==> config.mk <==
export PLATFORM = sky130hd
export DESIGN_NAME = timestamped_store_and_forward_buffer
export DESIGN_NICKNAME = d
export VERILOG_FILES = /design/src/hw/rtl/tsfb_pkg.sv /design/src/hw/rtl/tsfb_clock.sv /design/src/hw/rtl/tsfb_ring.sv /design/src/hw/rtl/timestamped_store_and_forward_buffer.sv
export SDC_FILE = /design/constraint.sdc
export NUM_CORES = 1
export LEC_CHECK = 0
export ABC_AREA = 1
export BUFFER_PORTS_ARGS = -buffer_cell sky130_fd_sc_hd__buf_2
export CAP_MARGIN = 20
export CELL_PAD_IN_SITES_DETAIL_PLACEMENT = 1
export CELL_PAD_IN_SITES_GLOBAL_PLACEMENT = 1
export CORE_MARGIN = 10
export CORE_UTILIZATION = 25
export CTS_BUF_LIST = sky130_fd_sc_hd__clkbuf_8
export DETAILED_ROUTE_END_ITERATION = 10
export HOLD_SLACK_MARGIN = 0.12
export PLACE_DENSITY_LB_ADDON = 0.05
export SLEW_MARGIN = 10
export SYNTH_ARGS = -nofsm -noshare
export SYNTH_HDL_FRONTEND = slang
export SYNTH_HIERARCHICAL = 1
export SYNTH_SLANG_ARGS = --single-unit
==> constraint.sdc <==
create_clock -name clk_i -period 10.79 [get_ports clk_i]
set_clock_uncertainty 0.15 [all_clocks]
set_input_delay 1.079 -clock clk_i [delete_from_list [all_inputs] [get_ports clk_i]]
set_output_delay 1.079 -clock clk_i [all_outputs]
set_load 0.005 [all_outputs]
==> src/hw/rtl/tsfb_pkg.sv <==
// shared types and constants for the timestamped store-and-forward buffer
// no dependencies
package tsfb_pkg;

  localparam int unsigned STORE_DEPTH_DEF = 10;

  localparam logic [5:0] SEC_LAST  = 6'd59;
  localparam logic [5:0] MIN_LAST  = 6'd59;
  localparam logic [4:0] HOUR_LAST = 5'd23;
  localparam logic [4:0] DAY_LAST  = 5'd30;
  localparam logic [3:0] MON_LAST  = 4'd11;

  typedef struct packed {
    logic [15:0] year;
    logic [3:0]  month;
    logic [4:0]  day;
    logic [4:0]  hours;
    logic [5:0]  minutes;
    logic [5:0]  seconds;
  } stamp_t;

  typedef struct packed {
    stamp_t      stamp;
    logic [15:0] value;
  } rec_t;

  // ring status toward the output stage
  typedef struct packed {
    logic fwd;
    rec_t oldest;
  } ring_status_t;

endpackage

==> src/hw/rtl/tsfb_clock.sv <==
// one-second calendar counter: seconds, minutes, hours, days, months, year
// depends on tsfb_pkg
module tsfb_clock import tsfb_pkg::*; (
  input  logic   clk_i,
  input  logic   rst_ni,
  input  logic   tick_i,
  output stamp_t stamp_o
);

  stamp_t stamp_q, stamp_d;

  always_comb begin
    stamp_d = stamp_q;
    if (stamp_q.seconds == SEC_LAST) begin
      stamp_d.seconds = '0;
      if (stamp_q.minutes == MIN_LAST) begin
        stamp_d.minutes = '0;
        if (stamp_q.hours == HOUR_LAST) begin
          stamp_d.hours = '0;
          if (stamp_q.day == DAY_LAST) begin
            stamp_d.day = '0;
            if (stamp_q.month == MON_LAST) begin
              stamp_d.month = '0;
              stamp_d.year  = stamp_q.year + 16'd1;
            end else begin
              stamp_d.month = stamp_q.month + 4'd1;
            end
          end else begin
            stamp_d.day = stamp_q.day + 5'd1;
          end
        end else begin
          stamp_d.hours = stamp_q.hours + 5'd1;
        end
      end else begin
        stamp_d.minutes = stamp_q.minutes + 6'd1;
      end
    end else begin
      stamp_d.seconds = stamp_q.seconds + 6'd1;
    end
  end

  always_ff @(posedge clk_i or negedge rst_ni) begin
    if (!rst_ni) begin
      stamp_q <= '0;
    end else if (tick_i) begin
      stamp_q <= stamp_d;
    end
  end

  // live stamp is the advanced time
  assign stamp_o = stamp_d;

endmodule

==> src/hw/rtl/tsfb_ring.sv <==
// record ring with overwrite: occupancy flags, pointers and record memory
// depends on tsfb_pkg
module tsfb_ring import tsfb_pkg::*; #(
  parameter int unsigned Depth = STORE_DEPTH_DEF
) (
  input  logic         clk_i,
  input  logic         rst_ni,
  input  logic         step_i,
  input  logic         link_ready_i,
  input  rec_t         live_i,
  output ring_status_t status_o
);

  localparam int unsigned PtrW = $clog2(Depth);
  localparam logic [PtrW-1:0] PtrLast = PtrW'(Depth - 1);

  function automatic logic [PtrW-1:0] ptr_next(input logic [PtrW-1:0] p);
    return (p == PtrLast) ? '0 : p + PtrW'(1);
  endfunction

  rec_t             mem [Depth];
  rec_t             rd_q;
  logic [Depth-1:0] full_q, full_d;
  logic [PtrW-1:0]  wr_q, wr_d, old_q, old_d, wr_slot;
  logic             we;

  assign wr_slot = ptr_next(wr_q);

  always_comb begin
    full_d = full_q;
    wr_d   = wr_q;
    old_d  = old_q;
    we     = 1'b0;
    if (step_i) begin
      if (link_ready_i) begin
        if (full_q[old_q]) begin
          full_d[old_q] = 1'b0;
          old_d         = ptr_next(old_q);
        end
      end else begin
        wr_d = wr_slot;
        we   = 1'b1;
        if (wr_slot == old_q && full_q[wr_slot]) begin
          old_d = ptr_next(wr_slot);
        end
        full_d[wr_slot] = (live_i.value != 16'd0);
      end
    end
  end

  always_ff @(posedge clk_i or negedge rst_ni) begin
    if (!rst_ni) begin
      full_q <= '0;
      wr_q   <= PtrLast;
      old_q  <= '0;
    end else begin
      full_q <= full_d;
      wr_q   <= wr_d;
      old_q  <= old_d;
    end
  end

  // rd_q always holds the record at the oldest slot
  always_ff @(posedge clk_i) begin
    if (we) begin
      mem[wr_slot] <= live_i;
    end
    if (we && wr_slot == old_d) begin
      rd_q <= live_i;
    end else begin
      rd_q <= mem[old_d];
    end
  end

  assign status_o.fwd    = full_q[old_q];
  assign status_o.oldest = rd_q;

endmodule

==> src/hw/rtl/timestamped_store_and_forward_buffer.sv <==
// Timestamped store-and-forward buffer. Each accepted reading advances a
// one-second calendar stamp; with the link up the oldest stored record is
// forwarded (or the live reading sent if the oldest slot holds no record), with
// the link down the stamped reading goes into a STORE_DEPTH-entry ring that
// overwrites its oldest record when full. Exactly one result per reading; a new
// reading is taken every cycle while the output register is free or being
// drained, and its result is registered for the cycle after it is taken.
// depends on tsfb_pkg, tsfb_clock, tsfb_ring
module timestamped_store_and_forward_buffer import tsfb_pkg::*; #(
  parameter int unsigned STORE_DEPTH = STORE_DEPTH_DEF
) (
  input  logic        clk_i,
  input  logic        rst_ni,
  input  logic        s_axis_tvalid,
  output logic        s_axis_tready,
  input  logic [15:0] s_axis_tdata,  // reading_value
  input  logic        s_axis_tuser,  // link_ready
  output logic        m_axis_tvalid,
  input  logic        m_axis_tready,
  // send_valid, sent_value, sent_seconds, sent_minutes, sent_hours, sent_day,
  // sent_month, sent_year, next_interval, zero fill
  output logic [63:0] m_axis_tdata,
  output logic        m_axis_tuser   // from_store
);

  logic         step;
  stamp_t       now;
  rec_t         live;
  ring_status_t ring;
  logic         out_valid_q;
  logic [63:0]  data_q, data_d;
  logic         user_q, user_d;
  rec_t         sel;

  assign s_axis_tready = !out_valid_q || m_axis_tready;
  assign step          = s_axis_tvalid && s_axis_tready;

  tsfb_clock u_clock (
    .clk_i   (clk_i),
    .rst_ni  (rst_ni),
    .tick_i  (step),
    .stamp_o (now)
  );

  assign live.value = s_axis_tdata;
  assign live.stamp = now;

  tsfb_ring #(.Depth(STORE_DEPTH)) u_ring (
    .clk_i        (clk_i),
    .rst_ni       (rst_ni),
    .step_i       (step),
    .link_ready_i (s_axis_tuser),
    .live_i       (live),
    .status_o     (ring)
  );

  always_comb begin
    sel    = ring.fwd ? ring.oldest : live;
    data_d = '0;
    user_d = 1'b0;
    if (s_axis_tuser) begin
      data_d[0]     = 1'b1;
      data_d[16:1]  = sel.value;
      data_d[22:17] = sel.stamp.seconds;
      data_d[28:23] = sel.stamp.minutes;
      data_d[33:29] = sel.stamp.hours;
      data_d[38:34] = sel.stamp.day;
      data_d[42:39] = sel.stamp.month;
      data_d[58:43] = sel.stamp.year;
      data_d[59]    = !ring.fwd;
      user_d        = ring.fwd;
    end
  end

  always_ff @(posedge clk_i or negedge rst_ni) begin
    if (!rst_ni) begin
      out_valid_q <= 1'b0;
    end else if (step) begin
      out_valid_q <= 1'b1;
    end else if (m_axis_tready) begin
      out_valid_q <= 1'b0;
    end
  end

  always_ff @(posedge clk_i) begin
    if (step) begin
      data_q <= data_d;
      user_q <= user_d;
    end
  end

  assign m_axis_tvalid = out_valid_q;
  assign m_axis_tdata  = data_q;
  assign m_axis_tuser  = user_q;

endmodule

==> impl_metrics.tcl, run 1 <==
set metrics [dict create \
    wl_per_cell_um 23.0 \
    worstPathRequired_ps 11040 \
    die_h_um 369 \
    clock_sinks 706 \
    worstSetupPathType "flip-flop to flip-flop" \
    syn_inst 2421 \
    leakage_uw 0.0132 \
    hold_violations 0 \
    root_buffer "clkbuf_8" \
    crit_start "m_axis_tvalid" \
    start_util_pct 25.3 \
    grt_use_met2_pct 23.7 \
    reg2regPathDepth 7 \
    hold_class "flip-flop to flip-flop" \
    antenna_found_initial 4 \
    maxSlewViolCount 0 \
    timing.rr.start "m_axis_tvalid" \
    reg2reg_to "u_ring/mem[8][15]" \
    ant_nets 0 \
    ys.flop_type "edfxtp_1" \
    rsz0062_at_grt "false" \
    grt_pass1_wl_um 145000 \
    initialDrtViolationCount 1025 \
    async_reset_ff_share_pct 8.64 \
    cts-buffers-inserted 138 \
    maxSlewHeadroom_pct 26.6 \
    clockBufferDepth 3 \
    setup_viol 0 \
    drv_cap 0 \
    ir_drop_uv 169 \
    top_usage_layer "met2" \
    vias 19600 \
    fp.coreArea_um2 120000 \
    min_period_ps 4150 \
    met1_usage_pct 19.1 \
    synth_area_um2 30400 \
    powerDensity_nw_per_um2 252 \
    crit_family "buffers and inverters" \
    synth_area_per_cell_um2 12.5 \
    seq_area_frac_synth_pct 68.7 \
    crit_arrival_ps 4400 \
    post-route-period-util_pct 38.4 \
    grt_usage_pct 14.3 \
    clk_latency_ps 800 \
    post-synth-top-area-cell "edfxtp_1" \
    worstPathCellList "a21oi_4 -> buf_4 -> inv_1 -> nor2_2 -> inv_1 -> nor2_4 -> buf_4" \
    tritoncts "yes" \
    worstHoldPathCells 2 \
    nets 2574 \
    setup_tns_ps 0 \
    cp_slowest_cell "nor2_4" \
    critPathBufInv 4 \
    clk_pin_slew_ps 60 \
    overflow 0 \
    tightestPinTransition_ps 1100 \
    slowest_delay_ps 1000 \
    yosysUniqueCellTypes 48 \
    finalWirelength_um 98200 \
    viasPerCell 4.58 \
    grt_pass1_vias 21300 \
    max_freq_ghz 0.241 \
    hold_path_startpoint "u_ring/full_q[2]" \
    synth-seq-cells 706 \
    port-buffer-count 83 \
    endpoint_kind "flip-flop" \
    min_to "u_ring/full_q[2]" \
    fp.dieW_um 369 \
    postCtsSetupRepairBufs 0 \
    gp_congestion 0.732 \
    dp_hpwl_um 56700 \
    drive_gt1_share_pct 14.9 \
    outcome "completed" \
    r2r_slack_ps 6640 \
    die_area_um2 136000 \
    yosys_warnings 6 \
    grtUsageMet3_pct 2.54 \
    synth_top_area_share_pct 63.4 \
    crit_fanout 35 \
    start_kind "flip-flop" \
    synthToLayoutAreaGrowth_pct 15.3 \
    grt_max_degree 170 \
    drcViolationCount 0 \
    num_rows 127 \
    drtPass1Iterations 5 \
    synth_area_leaders "edfxtp_1 63%, mux2i_1 5.7%, dfrtp_1 4.9%" \
    hold-worst-slack_ps 352 \
    htreeDepth 4 \
    io_pins 88 \
    synth_edf_count 641 \
]
sequential cells by signal (all words and copies together) (netlist names), named ones only:
register         flops
u_clock/stamp_q     42
u_ring/wr_q          4
u_ring/old_q         4
m_axis_tdata        60
m_axis_tvalid        1
u_ring/full_q       10
m_axis_tuser         1
u_ring/mem         580
power by group:
part / leakage [µW] / switching, µW / internal [µW] / total [µW]
clock: 0.00148 / 1170 / 1280 / 2450
combinational: 0.00504 / 2010 / 828 / 2840
sequential: 0.00672 / 198 / 3330 / 3530
per-layer routing:
metal	share of wire, %	routed length, µm
met4	1.9	1850
met2	48	46900
met5	0	0
met1	47	46200
met3	3.3	3260
area by class of cell:
| type | count | area [µm²] |
|---|---|---|
| diodes | 1 | 2.50 |
| repair buffers | 127 | 821 |
| well taps | 1612 | 2020 |
| clock buffers | 151 | 2080 |
| fillers | 13100 | 85300 |
| clock inverters | 98 | 409 |
| inverters | 219 | 831 |
| flip-flops and latches | 706 | 20900 |
| multi-input cells | 1354 | 7990 |
worst max-delay path by stage:
| stage | endpoint | slack (ps) | cells after the start |
|---|---|---|---|
| 3_3_place_gp | u_ring/mem[8][57] | 5860 | 9 |
| 3_5_place_dp | u_ring/mem[8][2] | 5770 | 9 |
| 6_report | u_ring/mem[8][15] | 6640 | 7 |
| 2_1_floorplan | u_ring/mem[6][0] | 2160 | 7 |
| 5_1_grt | u_ring/mem[8][18] | 6430 | 7 |
| 4_1_cts | u_ring/mem[8][18] | 6540 | 7 |
logic make-up (layout without fill, tap and decap cells):
kind of cell / after synthesis / in the layout / share of synthesized area (%)
AO/OA/AOI/OAI: 537 / 537 / 9.96
XOR/XNOR: 5 / 5 / 0.144
adder cells (fa/ha/maj): 7 / 7 / 0.288
buffers and inverters: 364 / 595 / 5.38
flip-flops: 706 / 706 / 68.7
multiplexers: 174 / 174 / 5.73
other: 1 / 5 / 0.0123
AND/OR/NAND/NOR: 627 / 627 / 9.81
cells in the mapped netlist, types with 38 or more instances:
| master | instances |
|---|---|
| o21ai_0 | 247 |
| nand2_1 | 296 |
| buf_2 | 42 |
| a21oi_1 | 122 |
| dfrtp_1 | 59 |
| edfxtp_1 | 641 |
| nor2_1 | 62 |
| mux2i_1 | 174 |
| nand3_1 | 173 |
| clkbuf_1 | 51 |
| o211ai_1 | 118 |
| o21ai_1 | 38 |
| inv_1 | 199 |
worst reg2reg max path: stages, from the launching register on:
cell and delay (ps):
dfrtp_1 420, a21oi_4 150, buf_4 280, inv_1 150
nor2_2 250, inv_1 520, nor2_4 1000, buf_4 810
stage by stage:
stage / utilization (%) / total power (µW) / instances / area, µm² / setup slack [ps]
after floorplan: - / 5440 / 2424 / 30400 / 2160
after global placement: 27.0 / 6510 / 4011 / 32400 / 5860
after detailed placement: 27.0 / 6530 / 4015 / 32500 / 5770
after CTS: 29.1 / 9050 / 4265 / 35000 / 6540
after global routing: 29.1 / 9440 / 4268 / 35000 / 6430
final: 29.1 / 8820 / 4268 / 35000 / 6640
cells in the final DEF, fill, tap and decap left out, drive strengths merged, types with 5 or more instances in the layout:
master    netlist  routed
nand2         313     313
a21oi         125     125
mux2i         174     174
inv           215     278
nand4          19      19
nand3         200     200
clkinv          4      34
and2            5       5
xor2            5       5
dfrtp          59      59
nor2           77      77
nor3            5       5
buf            94     125
edfxtp        641     641
o21ai         288     288
ha              7       7
o211ai        118     118
clkbuf         51     152
clkinvlp        0       5
timing repair:
item / 4_1_cts / 5_1_grt
resized for setup: 0 / 0
hold buffers: 1 / 0
hold endpoints to repair: 10 / 0
(Power assumes the default switching activity.)
==> run 2: changes to the inputs <==
==> constraint.sdc (replaced) <==
create_clock -name clk_i -period 4.2 [get_ports clk_i]
set_clock_uncertainty 0.15 [all_clocks]
set_input_delay 0.42 -clock clk_i [delete_from_list [all_inputs] [get_ports clk_i]]
set_output_delay 0.42 -clock clk_i [all_outputs]
set_load 0.005 [all_outputs]
==> run 2 against run 1 <==
Maximum frequency rose by 29%. Critical path depth rose by 4. Via count rose by 0.23%. Flip-flop and latch count did not move. Power rose to 2.6 times the previous value. Critical path type unchanged. Highest routed layer unchanged.
==> impl_metrics.tcl, run 2 (same netlist as run 1, synthesis figures left out) <==
set metrics [dict create \
    outcome "completed" \
    worstSetupPathType "flip-flop to flip-flop" \
    cp_slowest_cell "dfrtp_1" \
    tightestPinTransition_ps 1090 \
    grt_use_met2_pct 23.1 \
    grt_pass1_vias 21500 \
    post-route-period-util_pct 76.7 \
    drtPass1Iterations 4 \
    fp.coreArea_um2 120000 \
    clock_sinks 706 \
    largest_reg_flops 580 \
    worstPathCellList "inv_1 -> nand2_1 -> nand2_1 -> nand2_1 -> nand3_1 -> nand2_1 -> nand3_4 -> inv_4 -> buf_4 -> nand3_1 -> nand2_1" \
    ir_drop_uv 354 \
    viasPerCell 4.56 \
    finalWirelength_um 96900 \
    die_area_um2 136000 \
    crit_arrival_ps 3720 \
    start_kind "flip-flop" \
    rsz0062_at_grt "false" \
    powerDensity_nw_per_um2 644 \
    place_area_um2 32900 \
    layout_common_cells "641 x edfxtp_1, 296 x nand2_1, 253 x inv_1" \
    maxSlewViolCount 0 \
    synthToLayoutAreaGrowth_pct 17.3 \
    root_buffer "clkbuf_8" \
    clk_pin_slew_ps 60 \
    wl_per_cell_um 22.5 \
    grt_usage_pct 14.2 \
    min_period_ps 3220 \
    drcViolationCount 0 \
    maxSlewHeadroom_pct 26.8 \
    crit_fanout 31 \
    dp_hpwl_um 55500 \
    setup_viol 0 \
    leakage_uw 0.0135 \
    max_freq_ghz 0.311 \
    cts-buffers-inserted 136 \
    grt_pass1_wl_um 145000 \
    fp.dieW_um 369 \
    initialDrtViolationCount 1181 \
    hold_violations 0 \
    met1_usage_pct 19.2 \
    final_common_cell "edfxtp_1" \
    worstPathRequired_ps 4700 \
    tritoncts "yes" \
    drive_gt1_share_pct 15.5 \
    nets 2608 \
    clockBufferDepth 3 \
    clk_latency_ps 810 \
    port-buffer-count 83 \
    grt_max_degree 121 \
    ctsResizeCount 0 \
    setup_slack_ps 980 \
    io_pins 88 \
    gp_congestion 0.745 \
    top_register "u_ring/mem" \
    fin_area_um2 35600 \
    overflow 0 \
    start_util_pct 25.3 \
    vias 19600 \
    worst_path_most_repeated_cell "nand2_1" \
    endpoint_kind "flip-flop" \
    antenna_found_initial 5 \
    post-place-ws_ps 919 \
    hold_class "input pin to flip-flop" \
    slowest_delay_ps 580 \
    die_h_um 369 \
    grtUsageMet3_pct 2.76 \
    drv_cap 0 \
    ant_nets 0 \
    num_rows 127 \
    htreeDepth 4 \
    top_usage_layer "met2" \
]
## run 2: cell types whose count changed in the layout (fill, tap and decap cells not counted), sizes merged
cell / before / now
inv: 278 / 274
bufinv: 0 / 2
diode: 1 / 3
buf: 125 / 142
clkinvlp: 5 / 4
clkinv: 34 / 32
clkbuf: 152 / 151
dlygate4sd3: 1 / 21
## run 2: where the power goes
group | total (µW) | internal [µW] | leakage (µW) | switching, µW
clock network | 6440 | 3400 | 0.00149 | 3040
registers | 9120 | 8560 | 0.00672 | 559
logic | 7370 | 2310 | 0.00528 | 5070
## run 2: path summary, 6_finish.rpt
path / cells past startpoint / from / slack [ps] / to
worst min-delay path: 6 / m_axis_tready / 210 / flip-flop
worst max register to register: 11 / u_ring/old_q[0] / 980 / m_axis_tdata[14]
worst max-delay path: 11 / u_ring/old_q[0] / 980 / m_axis_tdata[14]
max in group asynchronous: 4 / rst_ni / 2690 / u_ring/full_q[2]
worst min register to register: 2 / u_clock/stamp_q[41] / 340 / u_clock/stamp_q[41]
min in group asynchronous: 4 / rst_ni / 540 / m_axis_tvalid
## run 2: metal layers
| layer | up-vias | wire length (µm) |
|---|---|---|
| met5 | - | 0 |
| met2 | 269 | 45400 |
| met1 | 10100 | 46700 |
| met4 | 0 | 1720 |
| met3 | 131 | 3090 |
| li1 | 9101 | - |
## run 2: layout make-up
class | instances | area [µm²]
inverter | 219 | 831
fill | 13000 | 84700
multi-input combinational | 1354 | 7990
antenna | 3 | 7.51
tap | 1612 | 2020
clock inverter | 93 | 447
sequential | 706 | 20900
clock buffer | 151 | 2080
timing repair buffer | 163 | 1400
## run 2: metrics by stage
stage	utilization, %	total power [µW]	cells	hold WS, ps	TNS (ps)
CTS	29.6	23500	4298	140	0
global route	29.6	24600	4300	198	0
detailed placement	27.3	16900	4032	242	0
floorplan	-	14000	2424	-25.6	-235250
global placement	27.3	16800	4031	243	0
finish	29.6	22900	4301	205	0
## run 2: worst max-delay path: cells and delay by family, from the launching register on
kind / cells / cell delay [ps]
AND/OR/NAND/NOR: 8 / 1080
buffers and inverters: 3 / 1170
flip-flops: 1 / 580
## run 2: timing repair
item,in CTS,in global routing
hold buffers,22,0
setup buffers,0,0
setup endpoints to repair,0,0
hold endpoints to repair,259,0
==> run 3: changes to the inputs <==
--- a/config.mk
+++ b/config.mk
@@ -5,7 +5,7 @@
 export SDC_FILE = /design/constraint.sdc
 export NUM_CORES = 1
 export LEC_CHECK = 0
-export ABC_AREA = 1
+export ABC_AREA = 0
 export BUFFER_PORTS_ARGS = -buffer_cell sky130_fd_sc_hd__buf_2
 export CAP_MARGIN = 20
 export CELL_PAD_IN_SITES_DETAIL_PLACEMENT = 1
==> constraint.sdc (replaced) <==
create_clock -name clk_i -period 3.25 [get_ports clk_i]
set_clock_uncertainty 0.15 [all_clocks]
set_input_delay 0.325 -clock clk_i [delete_from_list [all_inputs] [get_ports clk_i]]
set_output_delay 0.325 -clock clk_i [all_outputs]
set_load 0.005 [all_outputs]
==> run 3 against run 2 <==
Critical path type unchanged. Core utilization is 0.63 points higher. Cell count is 16% lower. Power is 6.1% higher. Area after synthesis is 2.1% lower. Largest cell class unchanged. Setup slack worse by 820 ps. Die area is 2.0% lower.
==> impl_metrics.tcl, run 3 <==
set metrics [dict create \
    drcViolationCount 0 \
    drt-met1-wl_um 41800 \
    worstPathCellList "mux4_2 -> a21oi_1 -> a31o_2 -> inv_4 -> buf_12 -> mux2i_1 -> nor2b_1" \
    grt_pass1_wl_um 131000 \
    clk_pin_slew_ps 60 \
    die_h_um 365 \
    maxSlewHeadroom_pct 37.9 \
    grt_pass1_vias 18800 \
    seq_area_frac_synth_pct 70.1 \
    port-buffer-count 83 \
    synth_area_um2 29700 \
    syn_inst 1712 \
    timing.rr.start "u_ring/old_q[0]" \
    post-synth-top-area-cell "edfxtp_1" \
    wl_met2_um 42600 \
    cp_slowest_cell "dfrtp_1" \
    grt_usage_pct 13.5 \
    setup_viol 0 \
    initialDrtViolationCount 828 \
    hold_violations 0 \
    worstSetupPathType "flip-flop to flip-flop" \
    ant_nets 0 \
    leakage_uw 0.0118 \
    hold-worst-slack_ps 261 \
    endpoint_kind "flip-flop" \
    async_reset_ff_share_pct 8.64 \
    crit_arrival_ps 3500 \
    dr_wl_met3_um 3130 \
    layout_common_cells "641 x edfxtp_1, 149 x clkbuf_8, 121 x mux2i_1" \
    path_depth 7 \
    fp.dieW_um 365 \
    synth_area_per_cell_um2 17.4 \
    slowest_delay_ps 720 \
    utilization_pct 30.3 \
    num_rows 126 \
    min_period_ps 3090 \
    synth_edf_count 641 \
    crit_fanout 28 \
    synthToLayoutAreaGrowth_pct 20.1 \
    nets 2004 \
    critPathBufInv 2 \
    worstPathRequired_ps 3660 \
    drv_cap 0 \
    drtPass1Iterations 5 \
    ir_drop_uv 387 \
    tritoncts "yes" \
    wl_per_cell_um 24.7 \
    final_common_cell "edfxtp_1" \
    synth.top_cells.by_count "641 x edfxtp_1, 121 x mux2i_1, 120 x nor2b_1" \
    drive_gt1_share_pct 27.7 \
    powerDensity_nw_per_um2 682 \
    register_area_um2 20900 \
    cts-buffers-inserted 137 \
    r2r_slack_ps 160 \
    post-route-period-util_pct 95.2 \
    endpoint "m_axis_tdata[18]" \
    yosys_warnings 6 \
    synth_area_leaders "edfxtp_1 65%, mux4_2 8.9%, dfrtp_1 5.0%" \
    crit_start "u_ring/old_q[0]" \
    outcome "completed" \
    synth_most_common_cell "edfxtp_1" \
    postCtsSetupRepairBufs 0 \
    start_kind "flip-flop" \
    yosysUniqueCellTypes 97 \
    max_freq_ghz 0.323 \
    holdBufCountCts 24 \
    overflow 0 \
    hold_class "input pin to flip-flop" \
    fp.coreArea_um2 118000 \
    gp_congestion 0.696 \
    crit_family "buffers and inverters" \
    rsz0062_at_grt "false" \
    largest_reg_flops 580 \
    dp_hpwl_um 51200 \
    io_pins 88 \
    fillers 12200 \
    antenna_found_initial 3 \
    synth-seq-cells 706 \
    setup_slack_ps 155 \
    setup_tns_ps 0 \
    top_register "u_ring/mem" \
    htreeDepth 4 \
    maxSlewViolCount 0 \
    ys.flop_type "edfxtp_1" \
    vias 16600 \
    clk_latency_ps 810 \
    viasPerCell 4.60 \
    clock_sinks 706 \
    synth_top_area_share_pct 64.7 \
    ctsResizeCount 0 \
    die_area_um2 133000 \
    top_layer "met4" \
    multiInputGateArea_um2 8320 \
    grt_max_degree 64 \
    clockBufferDepth 3 \
    finalWirelength_um 89300 \
    reg2reg_to "m_axis_tdata[18]" \
    reg2regPathDepth 7 \
    root_buffer "clkbuf_8" \
    post-place-ws_ps 152 \
    tightestPinTransition_ps 932 \
    start_util_pct 25.2 \
]
[run 3: cell count changes in the layout (fill, tap and decap cells not counted), sizes merged, moves of 42 or more]
cell	before	now
mux4	0	118
a211oi	0	62
mux2i	174	121
a21oi	125	68
nor2	77	35
o211ai	118	1
nor2b	0	120
buf	142	211
nand3	200	43
inv	274	68
o21ai	288	26
nand2	313	52
[run 3: worst reg2reg max path: stages (launching register included)]
cell	delay, ps
dfrtp_1	720
mux4_2	370
a21oi_1	80
a31o_2	260
inv_4	570
buf_12	370
mux2i_1	250
nor2b_1	60
[run 3: routing by layer]
metal,vias up,global-route usage (%)
met1,8883,18.0
met5,-,0
li1,7363,-
met3,134,2.83
met4,0,3.78
met2,258,22.2
[run 3: per-stage QoR]
stage               cells  instance area [µm²]  power [µW]
floorplan            1715                29900       14600
global placement     3347                33000       16500
detailed placement   3347                33000       16500
CTS                  3614                35700       25000
global route         3619                35700       25700
finish               3619                35700       24300
[run 3: power breakdown]
group	total, µW	switching [µW]	internal (µW)
Sequential	11100	534	10600
Combinational	5070	2780	2290
Clock	8180	3900	4280
[run 3: final cells by class]
class	instances	share of cell area, %
Sequential cell	706	58.4
Multi-Input combinational cell	880	23.3
Timing Repair Buffer	235	5.77
Clock buffer	149	5.74
Tap cell	1536	5.38
Clock inverter	94	1.21
Inverter	16	0.175
Antenna cell	3	0.0210
[run 3: worst min-delay path by stage]
stage                     startpoint                end  slack (ps)  cells after the start
floorplan                     rst_ni      m_axis_tvalid        -120                      0
global placement              rst_ni    u_ring/old_q[3]         300                      1
detailed placement            rst_ni    u_ring/old_q[3]         310                      1
CTS                 s_axis_tdata[13]  u_ring/mem[8][13]         160                      2
global route        s_axis_tdata[13]  u_ring/mem[8][13]         210                      2
finish              s_axis_tdata[13]  u_ring/mem[8][13]         260                      2
[run 3: cell families (layout without fill, tap and decap cells)]
family | count (synthesis) | count (layout) | synth area share [%]
flops | 706 | 706 | 70.1
compound gates | 223 | 223 | 5.14
buf+inv | 129 | 494 | 2.42
mux | 259 | 259 | 13.8
simple gates | 348 | 348 | 7.08
fa+ha+maj | 7 | 7 | 0.295
other cells | 1 | 7 | 0.0126
xor+xnor | 39 | 39 | 1.15
